### src/design/jebu_pkg.sv
// ----------------------------------------------------------------------------
// jebu_pkg
// Types and constants for the JPEG entropy-coded segment byte unstuffer.
// ----------------------------------------------------------------------------
`timescale 1ns / 1ps

package jebu_pkg;

    localparam int COUNT_LIMIT_LOG2 = 28;
    localparam int CountW           = 29;

    localparam logic [CountW-1:0] COUNT_LIMIT = CountW'(1) << COUNT_LIMIT_LOG2;

    localparam logic [7:0] BYTE_FILL  = 8'hFF;
    localparam logic [7:0] BYTE_STUFF = 8'h00;
    localparam logic [7:0] RST_FIRST  = 8'hD0;
    localparam logic [7:0] RST_LAST   = 8'hD7;

    localparam logic [1:0] KIND_WORD     = 2'd0;
    localparam logic [1:0] KIND_BOUNDARY = 2'd1;
    localparam logic [1:0] KIND_END      = 2'd2;

    localparam logic [1:0] STATUS_OK    = 2'd0;
    localparam logic [1:0] STATUS_ORDER = 2'd1;
    localparam logic [1:0] STATUS_LONG  = 2'd2;

    typedef struct packed {
        logic [7:0] data_byte;
        logic       end_of_input;
    } src_t;

    typedef struct packed {
        logic [1:0]  record_kind;
        logic [31:0] data_word;
        logic [30:0] bit_offset;
        logic [1:0]  end_status;
        logic        last_of_run;
    } rec_t;

endpackage

### src/design/jpeg_entropy_byte_unstuffer.sv
// ----------------------------------------------------------------------------
// jpeg_entropy_byte_unstuffer
// Removes byte stuffing and markers from a JPEG scan and packs kept bytes.
// ----------------------------------------------------------------------------
// Takes one scan byte per cycle while src_stall is low. Each accepted byte
// is decoded in a single pass against the scan state and leaves a small set
// of pending records (a packed word or restart boundary, then at scan end
// the padded partial word, two zero words and the end record). They leave
// one per cycle while rec_stall is low; a new byte is taken in the same
// cycle as the last pending record goes out. A byte that makes at most one
// record therefore need not stall the input; the byte that ends a scan
// holds it until all its records have passed the single record output port.
`timescale 1ns / 1ps

module jpeg_entropy_byte_unstuffer
(
    input  logic           clk,
    input  logic           rst_n,
    input  logic           src_valid,
    output logic           src_stall,
    input  jebu_pkg::src_t src_data,
    output logic           rec_valid,
    input  logic           rec_stall,
    output jebu_pkg::rec_t rec_data
);

    // scan state
    logic                        prefix_reg,  prefix_next;
    logic [jebu_pkg::CountW-1:0] count_reg,   count_next;
    logic [2:0]                  expect_reg,  expect_next;
    logic [23:0]                 pword_reg,   pword_next;
    logic [1:0]                  fill_reg,    fill_next;
    logic                        finished_reg, finished_next;

    // pending records: 0 first, 1 pad word, 2/3 zero words, 4 end record
    logic [4:0]  mask_reg,   mask_next;
    logic [1:0]  fkind_reg,  fkind_next;
    logic [31:0] fword_reg,  fword_next;
    logic [30:0] foff_reg,   foff_next;
    logic [31:0] pad_reg,    pad_next;
    logic [30:0] eoff_reg,   eoff_next;
    logic [1:0]  estat_reg,  estat_next;

    logic        src_accept;
    logic        rec_fire;
    logic        mask_last;
    logic [7:0]  b;
    logic        eoi;
    logic        keep;
    logic [7:0]  keep_val;
    logic        full_word;
    logic        boundary;
    logic        scan_end;
    logic [1:0]  status;
    logic [jebu_pkg::CountW-1:0] count_k;
    logic [23:0] pword_k;
    logic [1:0]  fill_k;
    logic [4:0]  new_mask;

    assign b   = src_data.data_byte;
    assign eoi = src_data.end_of_input;

    assign mask_last  = (mask_reg & (mask_reg - 5'd1)) == 5'd0;
    assign rec_valid  = mask_reg != 5'd0;
    assign rec_fire   = rec_valid && !rec_stall;
    assign src_stall  = !(mask_reg == 5'd0 || (mask_last && !rec_stall));
    assign src_accept = src_valid && !src_stall;

    always_comb
    begin
        prefix_next   = prefix_reg;
        count_next    = count_reg;
        expect_next   = expect_reg;
        pword_next    = pword_reg;
        fill_next     = fill_reg;
        finished_next = finished_reg;
        keep          = 1'b0;
        keep_val      = b;
        full_word     = 1'b0;
        boundary      = 1'b0;
        scan_end      = 1'b0;
        status        = jebu_pkg::STATUS_OK;
        count_k       = count_reg;
        pword_k       = pword_reg;
        fill_k        = fill_reg;
        new_mask      = 5'd0;
        fkind_next    = jebu_pkg::KIND_WORD;
        fword_next    = {pword_reg, b};
        foff_next     = 31'({count_reg, 3'b000});
        pad_next      = 32'd0;
        eoff_next     = 31'd0;
        estat_next    = jebu_pkg::STATUS_OK;

        if (finished_reg)
        begin
            if (eoi)
            begin
                prefix_next   = 1'b0;
                count_next    = '0;
                expect_next   = 3'd0;
                pword_next    = 24'd0;
                fill_next     = 2'd0;
                finished_next = 1'b0;
            end
        end
        else
        begin
            if (!prefix_reg)
            begin
                if (b == jebu_pkg::BYTE_FILL)
                    prefix_next = 1'b1;
                else
                    keep = 1'b1;
            end
            else if (b == jebu_pkg::BYTE_FILL)
            begin
                prefix_next = 1'b1;
            end
            else if (b == jebu_pkg::BYTE_STUFF)
            begin
                prefix_next = 1'b0;
                keep        = 1'b1;
                keep_val    = jebu_pkg::BYTE_FILL;
            end
            else if (b >= jebu_pkg::RST_FIRST && b <= jebu_pkg::RST_LAST)
            begin
                prefix_next = 1'b0;
                if (3'(b - jebu_pkg::RST_FIRST) == expect_reg)
                begin
                    boundary    = 1'b1;
                    fkind_next  = jebu_pkg::KIND_BOUNDARY;
                    fword_next  = 32'd0;
                    expect_next = expect_reg + 3'd1;
                end
                else
                begin
                    scan_end = 1'b1;
                    status   = jebu_pkg::STATUS_ORDER;
                end
            end
            else
            begin
                scan_end = 1'b1;
            end

            if (keep)
            begin
                fword_next = {pword_reg, keep_val};
                foff_next  = 31'd0;
                if (fill_reg == 2'd3)
                begin
                    full_word = 1'b1;
                    pword_k   = 24'd0;
                    fill_k    = 2'd0;
                end
                else
                begin
                    pword_k = {pword_reg[15:0], keep_val};
                    fill_k  = fill_reg + 2'd1;
                end
                count_k = count_reg + jebu_pkg::CountW'(1);
                if (count_k >= jebu_pkg::COUNT_LIMIT)
                begin
                    scan_end = 1'b1;
                    status   = jebu_pkg::STATUS_LONG;
                end
            end

            if (eoi)
                scan_end = 1'b1;

            pword_next = pword_k;
            fill_next  = fill_k;
            count_next = count_k;

            case (fill_k)
                2'd1:    pad_next = {pword_k[7:0], 24'd0};
                2'd2:    pad_next = {pword_k[15:0], 16'd0};
                2'd3:    pad_next = {pword_k, 8'd0};
                default: pad_next = 32'd0;
            endcase

            eoff_next  = (status == jebu_pkg::STATUS_LONG) ? 31'd0
                                                           : 31'({count_k, 3'b000});
            estat_next = status;

            new_mask[0] = full_word || boundary;
            if (scan_end)
            begin
                new_mask[1]   = fill_k != 2'd0;
                new_mask[2]   = 1'b1;
                new_mask[3]   = 1'b1;
                new_mask[4]   = 1'b1;
                prefix_next   = 1'b0;
                count_next    = '0;
                expect_next   = 3'd0;
                pword_next    = 24'd0;
                fill_next     = 2'd0;
                finished_next = !eoi;
            end
        end
    end

    always_comb
    begin
        mask_next = mask_reg;
        if (src_accept)
            mask_next = new_mask;
        else if (rec_fire)
            mask_next = mask_reg & (mask_reg - 5'd1);
    end

    always_comb
    begin
        rec_data             = '0;
        rec_data.last_of_run = mask_last;
        if (mask_reg[0])
        begin
            rec_data.record_kind = fkind_reg;
            rec_data.data_word   = fword_reg;
            rec_data.bit_offset  = foff_reg;
        end
        else if (mask_reg[1])
        begin
            rec_data.record_kind = jebu_pkg::KIND_WORD;
            rec_data.data_word   = pad_reg;
        end
        else if (mask_reg[2] || mask_reg[3])
        begin
            rec_data.record_kind = jebu_pkg::KIND_WORD;
        end
        else
        begin
            rec_data.record_kind = jebu_pkg::KIND_END;
            rec_data.bit_offset  = eoff_reg;
            rec_data.end_status  = estat_reg;
        end
    end

    always_ff @(posedge clk or negedge rst_n)
    begin
        if (!rst_n)
        begin
            prefix_reg   <= 1'b0;
            count_reg    <= '0;
            expect_reg   <= 3'd0;
            pword_reg    <= 24'd0;
            fill_reg     <= 2'd0;
            finished_reg <= 1'b0;
            mask_reg     <= 5'd0;
        end
        else
        begin
            mask_reg <= mask_next;
            if (src_accept)
            begin
                prefix_reg   <= prefix_next;
                count_reg    <= count_next;
                expect_reg   <= expect_next;
                pword_reg    <= pword_next;
                fill_reg     <= fill_next;
                finished_reg <= finished_next;
            end
        end
    end

    always_ff @(posedge clk)
    begin
        if (src_accept)
        begin
            fkind_reg <= fkind_next;
            fword_reg <= fword_next;
            foff_reg  <= foff_next;
            pad_reg   <= pad_next;
            eoff_reg  <= eoff_next;
            estat_reg <= estat_next;
        end
    end

endmodule

### config.mk
export PLATFORM = sky130hd
export DESIGN_NAME = jpeg_entropy_byte_unstuffer
export DESIGN_NICKNAME = d
export VERILOG_FILES = /design/src/design/jebu_pkg.sv /design/src/design/jpeg_entropy_byte_unstuffer.sv
export SDC_FILE = /design/constraint.sdc
export NUM_CORES = 1
export LEC_CHECK = 0
export BUFFER_PORTS_ARGS = -buffer_cell sky130_fd_sc_hd__buf_2
export CAP_MARGIN = 25
export CORE_MARGIN = 2
export CORE_UTILIZATION = 60
export CTS_BUF_LIST = sky130_fd_sc_hd__clkbuf_16
export DETAILED_ROUTE_END_ITERATION = 10
export PLACE_DENSITY = 0.8
export SKIP_LAST_GASP = 1
export SYNTH_ARGS = -nofsm -noshare
export SYNTH_HDL_FRONTEND = slang
export SYNTH_SLANG_ARGS = --single-unit
### constraint.sdc
create_clock -name clk -period 5.8 [get_ports clk]
set_clock_uncertainty 0.2 [all_clocks]
set_input_delay 1.16 -clock clk [delete_from_list [all_inputs] [get_ports clk]]
set_output_delay 1.16 -clock clk [all_outputs]
set_load 0.02 [all_outputs]
==> results.md, run 1 <==
| Stage | Parameter | Value |
| --- | --- | --- |
| clock tree | Clock tree sinks | 180 |
| power | Switching part of the total | 37.33% |
| power | Total power | 4833 µW |
| cells and area | Non-filler instance count after layout | 1081 |
| global routing | Met1 Usage GRT | 43.74% |
| worst setup path | Endpoint arrival time on the critical path | 2630 ps |
| timing | Maximum clock rate | 250.8 MHz |
| global routing | Largest net degree at the start of global routing | 59 |
| worst setup path | Start of the worst register-to-register path | prefix_reg |
| global routing | First-pass GRT wire length | 36800 µm |
| power | Static Leakage | 0.004141 µW |
| yosys | Warning count from the yosys run | 0 |
| cells and area | Number of flip-flops in the largest register | 32 |
| global routing | Global-route met2 utilization | 44.01% |
| yosys | Post-synthesis cell type count | 73 |
| floorplan | Height of the die | 127.7 µm |
| yosys | Number of flip-flops and latches in the synthesized netlist | 180 |
| cells and area | Post-route core utilization | 67.56% |
| routing | DRC viols | 0 |
| run status | Run status | finished, final reports clean |
| cells and area | Final non-filler cell area | 0.01019 mm² |
| yosys | Summed instance area of the synthesized netlist | 0.009188 mm² |
| global routing | Overflow left after global routing | 0 |
| worst setup path | Biggest cell delay along the critical path | 630 ps |
| worst setup path | Worst reg-to-reg path cell count | 7 |
| placement | Total placed instance area | 0.009637 mm² |
| timing | Max-slew violation count | 0 |
| power | Power Density | 474.0 mW/mm² |
| placement | Port Buffers | 79 |
| worst setup path | Critical path, cell by cell | buf_4 > nor4_2 > buf_4 > a22o_1 > buf_2 |
| yosys | Number of cells produced by synthesis | 836 |
| worst setup path | Crit start category | flop |
| global routing | Number of antenna violations at the first check in global routing | 0 |
| worst setup path | Data required time at the worst endpoint | 4440 ps |
| clock tree | Post-CTS repair timing setup buffer count | 0 |
| routing | Routed Antenna Nets | 0 |
| floorplan | Area of the die | 0.01632 mm² |
| placement | GP Congestion | 0.8906 |
| worst setup path | Slowest cell on the critical path | sky130_fd_sc_hd__dfrtp_2 |
| floorplan | Effective utilization at floorplan | 60.89% |
| clock tree | Deepest clock path buffer count | 2 |
| floorplan | Area of the core region | 0.01509 mm² |
| routing | TritonRoute pass-1 iters | 9 |
| yosys | Dominant synthesized flop cell | sky130_fd_sc_hd__edfxtp_1 |
| timing | Post-route setup TNS | 0 ps |
| worst setup path | Reg-to-Reg End | pad_reg[26] |
| cells and area | Antenna cells | 0 |
| timing | Final setup viols | 0 |
| clock tree | Level count of the clock H-tree | 4 |
| global routing | Global routing met3 resource utilization | 4.466% |
| power | Internal Dissipation | 3029 µW |
| clock tree | CTS tree | yes |
| worst setup path | Total buffers and inverters traversed by the critical path | 3 |
| job | Count of maximum capacitance violations | 0 |
| floorplan | Number of core rows | 45 |
| worst setup path | Worst reg-to-reg setup slack | 2140 ps |
| clock tree | Cts bufs inserted | 17 |
| timing | Post-layout minimum cycle time | 3988 ps |
| worst setup path | Largest fanout on the critical path | 39 |
| yosys | Async set-or-reset flop fraction in the synthesized netlist | 36.11% |
| clock tree | Post-cts repair resize count | 0 |
| timing | Fin crit share | 68.75% |
| yosys | Cell taking the most area after synthesis | sky130_fd_sc_hd__edfxtp_1 |
| floorplan | Number of ports placed on the die boundary | 83 |
| worst setup path | Kind of cell adding the most delay to the critical path | buffers and inverters |
| worst setup path | Category of the critical setup timing path | flop to primary output |
| power | IR Drop Worst-Case VDD | 316.5 µV |
| cells and area | Synth-to-Final Area Change | 10.96% |
| placement | HPWL after DPL | 15200 µm |
| global routing | Vias in the first global route | 6603 |
| yosys | Main area contributors after synthesis | sky130_fd_sc_hd__edfxtp_1 (38%), sky130_fd_sc_hd__dfrtp_1 (18%), sky130_fd_sc_hd__a22o_1 (7.4%) |
| worst setup path | Cell mode on critical path | sky130_fd_sc_hd__buf_4 |
| power | Power share of the combinational group | 32.7% |
| timing | Worst-margin pin slew | 838.1 ps |
| clock tree | Cell at the root of the clock tree | sky130_fd_sc_hd__clkbuf_16 |
| power | Switching Power | 1804 µW |
| power | Flop pwr share | 45.3% |
| yosys | Top-area cell type share of the netlist area | 37.59% |
| timing | Max-slew headroom | 44.05% |
| routing | Vias per inst | 6.757 |
| floorplan | Floorplan die width | 127.7 µm |
| global routing | GRT Overall Usage | 29.16% |
| routing | Drt first-iter violations | 803 |
| clock tree | Clock slew at reported path FFs | 70 ps |
| routing | Total number of vias | 7304 |
| timing | Final count of hold timing violations | 0 |
| power | Clock power share | 21.9% |
| routing | Final wirelength | 23390 µm |
| yosys | Sequential fraction of the synthesis area | 55.29% |
| placement | Cell count after placement | 1048 |
| clock tree | Clock latency on the worst-skew pair | 430 ps |
| yosys | Average cell area after synthesis | 10.99 µm² |
| cells and area | Share of cells above drive strength 1 | 18.14% |
| timing | RSZ-0062 raised after global routing | false |
| global routing | GRT Max-Usage Layer | met2 |
| worst setup path | Type of element capturing the critical path | primary output |
| yosys | Count of flip-flops with a built-in enable after synthesis | 115 |
| cells and area | Nets@finish | 897 |
| hold path | Worst hold-check path type | primary input to async pin |
| routing | Drt wl/cell | 21.63 µm |
| clock tree | Number of hold buffers added after CTS | 0 |
## cell families after synthesis
logic type                 after synthesis  share of synthesized area, %
other                                    1                       0.04082
buffers and inverters                   79                         4.045
xor gates and xnor gates                20                         1.907
and+or+nand+nor                        334                         19.86
muxes                                    6                        0.6945
DFF                                    180                         55.29
adders and majority gates                5                        0.6537
AOI/OAI and AO/OA                      211                         17.51
## power by group through the flow
stage	clock (µW)	sequential [µW]	combinational, µW
floorplan	0	2090	1170
global placement	0	2180	1530
detailed placement	0	2210	1570
CTS	1060	2180	1580
global route	1120	2230	1710
finish	1060	2190	1580
## metrics by stage
step	hold WS, ps	setup slack, ps
after floorplan	285.2	848.2
after global placement	306.8	1598
after detailed placement	317.4	1488
after CTS	339.6	1815
after global routing	323.5	1641
final	325.0	1812
## cell usage in the layout (no fill, tap or decap), types with 16 or more instances in the layout
master,Yosys,routed
sky130_fd_sc_hd__edfxtp_1,115,115
sky130_fd_sc_hd__buf_2,11,79
sky130_fd_sc_hd__nand2_1,78,78
sky130_fd_sc_hd__a22o_1,78,78
sky130_fd_sc_hd__dfrtp_1,65,64
sky130_fd_sc_hd__nor2_1,60,59
sky130_fd_sc_hd__nor2b_1,52,52
sky130_fd_sc_hd__a21oi_1,23,23
sky130_fd_sc_hd__nand4_1,22,22
sky130_fd_sc_hd__nor3_1,23,22
sky130_fd_sc_hd__nand3_1,22,22
sky130_fd_sc_hd__clkbuf_16,0,19
sky130_fd_sc_hd__and2_1,16,16
## layer usage
layer	part of all wire (%)	vias up
met4	2.1	0
li1	-	3235
met2	47	422
met3	9.0	46
met5	0	-
met1	42	3601
## Yosys cell counts, drive strengths merged (9+ instances only)
cell	n
a211oi	9
a21oi	23
a22o	78
a31oi	14
and2	18
buf	26
clkbuf	45
dfrtp	65
edfxtp	115
nand2	79
nand3	22
nand4	24
nor2	63
nor2b	52
nor3	25
o21ai	27
xor2	14
## worst max path at each step
| stage | end | from | cells after the start |
|---|---|---|---|
| after CTS | rec_data[31] | mask_reg[0] | 5 |
| after global routing | pad_reg[26] | src_data[1] | 9 |
| after floorplan | finished_reg | rec_stall | 5 |
| after detailed placement | pad_reg[27] | src_data[1] | 9 |
| after global placement | pad_reg[23] | src_data[2] | 8 |
| final | rec_data[31] | mask_reg[0] | 5 |
## cell type report
type | instances | area, µm²
Timing Repair Buffer | 94 | 528.0
Inverter | 8 | 32.53
Clock buffer | 19 | 475.5
Tap cell | 188 | 235.2
Clock inverter | 13 | 62.56
Fill cell | 1121 | 4895
Multi-Input combinational cell | 579 | 3780
Sequential cell | 180 | 5081
(Power assumes the default switching activity.)
==> run 2, diff against run 1 <==
--- a/config.mk
+++ b/config.mk
@@ -8,10 +8,10 @@
 export BUFFER_PORTS_ARGS = -buffer_cell sky130_fd_sc_hd__buf_2
 export CAP_MARGIN = 25
 export CORE_MARGIN = 2
-export CORE_UTILIZATION = 60
+export CORE_UTILIZATION = 54
 export CTS_BUF_LIST = sky130_fd_sc_hd__clkbuf_16
 export DETAILED_ROUTE_END_ITERATION = 10
-export PLACE_DENSITY = 0.8
+export PLACE_DENSITY = 0.76
 export SKIP_LAST_GASP = 1
 export SYNTH_ARGS = -nofsm -noshare
 export SYNTH_HDL_FRONTEND = slang
==> constraint.sdc (replaced) <==
create_clock -name clk -period 3.6 [get_ports clk]
set_clock_uncertainty 0.2 [all_clocks]
set_input_delay 0.72 -clock clk [delete_from_list [all_inputs] [get_ports clk]]
set_output_delay 0.72 -clock clk [all_outputs]
set_load 0.02 [all_outputs]
==> results.md, run 2 (synthesis gave the netlist of run 1 again) <==
| Stage | Parameter | Value |
| --- | --- | --- |
| placement | Port Buffers | 79 |
| floorplan | Area of the core region | 0.01658 mm² |
| clock tree | Post-CTS repair timing setup buffer count | 0 |
| timing | Maximum clock rate | 306.4 MHz |
| routing | DRC viols | 0 |
| worst setup path | Start of the worst register-to-register path | count_reg[11] |
| floorplan | Effective utilization at floorplan | 55.40% |
| hold path | Worst hold-check path type | primary input to async pin |
| worst setup path | Reg-to-Reg End | pword_reg[22] |
| cells and area | Post-route core utilization | 63.44% |
| placement | Cell count after placement | 1101 |
| worst setup path | Worst reg-to-reg setup slack | 340 ps |
| cells and area | Share of cells above drive strength 1 | 20.70% |
| cells and area | Nets@finish | 917 |
| floorplan | Number of ports placed on the die boundary | 83 |
| floorplan | Area of the die | 0.01807 mm² |
| clock tree | CTS tree | yes |
| clock tree | Level count of the clock H-tree | 4 |
| global routing | Vias in the first global route | 6555 |
| routing | Final wirelength | 22630 µm |
| worst setup path | Endpoint arrival time on the critical path | 3420 ps |
| global routing | First-pass GRT wire length | 36370 µm |
| cells and area | Count of filler cells inserted in the layout | 1336 |
| worst setup path | Data required time at the worst endpoint | 3760 ps |
| routing | Drt first-iter violations | 862 |
| worst setup path | Type of element capturing the critical path | flop |
| worst setup path | Category of the critical setup timing path | flop to flop |
| clock tree | Clock slew at reported path FFs | 70 ps |
| cells and area | Synth-to-Final Area Change | 14.50% |
| cells and area | Most common cell after layout, fill and taps aside | sky130_fd_sc_hd__edfxtp_1 |
| timing | Final setup viols | 0 |
| power | Power Density | 780.7 mW/mm² |
| timing | Fin crit share | 90.66% |
| timing | Max-slew violation count | 0 |
| timing | Post-layout minimum cycle time | 3264 ps |
| timing | Post-route setup TNS | 0 ps |
| job | Count of maximum capacitance violations | 0 |
| routing | Drt wl/cell | 19.98 µm |
| clock tree | Clock latency on the worst-skew pair | 430 ps |
| timing | Worst-margin pin slew | 718.2 ps |
| placement | GP Congestion | 0.9168 |
| global routing | Number of antenna violations at the first check in global routing | 1 |
| placement | HPWL after DPL | 15270 µm |
| power | Static Leakage | 0.004290 µW |
| routing | Vias per inst | 6.283 |
| clock tree | Post-cts repair resize count | 0 |
| clock tree | Cell at the root of the clock tree | sky130_fd_sc_hd__clkbuf_16 |
| power | IR Drop Worst-Case VDD | 386.2 µV |
| worst setup path | Capturing instance or port of the critical path | pword_reg[22] |
| timing | Final count of hold timing violations | 0 |
| timing | Max-slew headroom | 52.12% |
| worst setup path | Setup crit start | count_reg[11] |
| clock tree | Deepest clock path buffer count | 2 |
| cells and area | Leading cell types in the layout, fill and taps excluded | sky130_fd_sc_hd__edfxtp_1 (115), sky130_fd_sc_hd__buf_2 (79), sky130_fd_sc_hd__nand2_1 (78), sky130_fd_sc_hd__a22o_1 (78), sky130_fd_sc_hd__dfrtp_1 (64) |
| timing | RSZ-0062 raised after global routing | false |
| floorplan | Height of the die | 134.4 µm |
| clock tree | Clock tree sinks | 180 |
| worst setup path | Crit start category | flop |
| run status | Run status | finished, final reports clean |
| global routing | Largest net degree at the start of global routing | 73 |
| clock tree | Number of hold buffers added after CTS | 0 |
| cells and area | Antenna cells | 0 |
| worst setup path | Worst reg-to-reg path cell count | 6 |
| routing | Routed Antenna Nets | 0 |
| routing | Total number of vias | 7119 |
| cells and area | Number of flip-flops in the largest register | 32 |
| global routing | GRT Overall Usage | 25.99% |
| cells and area | Non-filler instance count after layout | 1133 |
| floorplan | Floorplan die width | 134.4 µm |
| global routing | Overflow left after global routing | 0 |
| worst setup path | Largest fanout on the critical path | 18 |
| clock tree | Cts bufs inserted | 17 |
| routing | TritonRoute pass-1 iters | 8 |
| floorplan | Number of core rows | 47 |
==> run 2: stage by stage <==
stage | hold slack [ps] | setup slack, ps | cell area [µm²] | power (µW)
3_5_place_dp | 316.0 | 139.3 | 9857 | 6139
5_1_grt | 67.97 | 206.3 | 10520 | 8628
4_1_cts | 52.64 | 390.7 | 10520 | 8217
6_report | 53.40 | 336.3 | 10520 | 8213
3_3_place_gp | 306.3 | 205.0 | 9857 | 6048
2_1_floorplan | 224.4 | 60.11 | 9203 | 5232
==> run 2: critical path, stage by stage (launching register included) <==
cell and delay [ps]:
sky130_fd_sc_hd__dfrtp_1 510, sky130_fd_sc_hd__nand4_1 240, sky130_fd_sc_hd__nor4_4 530, sky130_fd_sc_hd__a2111oi_2 200, sky130_fd_sc_hd__a2111oi_4 550, sky130_fd_sc_hd__a31o_1 690, sky130_fd_sc_hd__a22o_1 260
==> run 2: worst min-delay path by stage <==
stage	from	to	slack, ps	depth (start not counted)
global route	rst_n	pword_reg[15]	70	1
finish	rst_n	pword_reg[6]	50	1
CTS	rst_n	pword_reg[7]	50	1
floorplan	rst_n	count_reg[0]	220	0
global placement	pword_reg[18]	pword_reg[18]	310	1
detailed placement	fill_reg[1]	fill_reg[1]	320	1
==> run 2: report_power, final <==
part | internal, µW | switching (µW) | total (µW)
combinational | 941 | 1710 | 2650
clock | 1250 | 824 | 2080
sequential | 3070 | 425 | 3490
total | 5260 | 2960 | 8210
==> run 2: per-layer routing <==
| metal | up-vias | GRT usage (%) | wire [µm] |
|---|---|---|---|
| met5 | - | 0 | 0 |
| met4 | 0 | 6.842 | 294 |
| met3 | 32 | 5.026 | 1964 |
| met2 | 335 | 37.53 | 9999 |
| met1 | 3473 | 40.32 | 10380 |
| li1 | 3279 | - | - |
==> run 2: layout make-up <==
type | instances | area, µm² | area share [%]
flip-flops and latches | 180 | 5081 | 48.30
repair buffers | 114 | 683.2 | 6.494
inverters | 8 | 33.78 | 0.3211
clock buffers | 17 | 425.4 | 4.044
clock inverters | 15 | 237.7 | 2.260
multi-input cells | 579 | 3784 | 35.97
well taps | 220 | 275.3 | 2.617
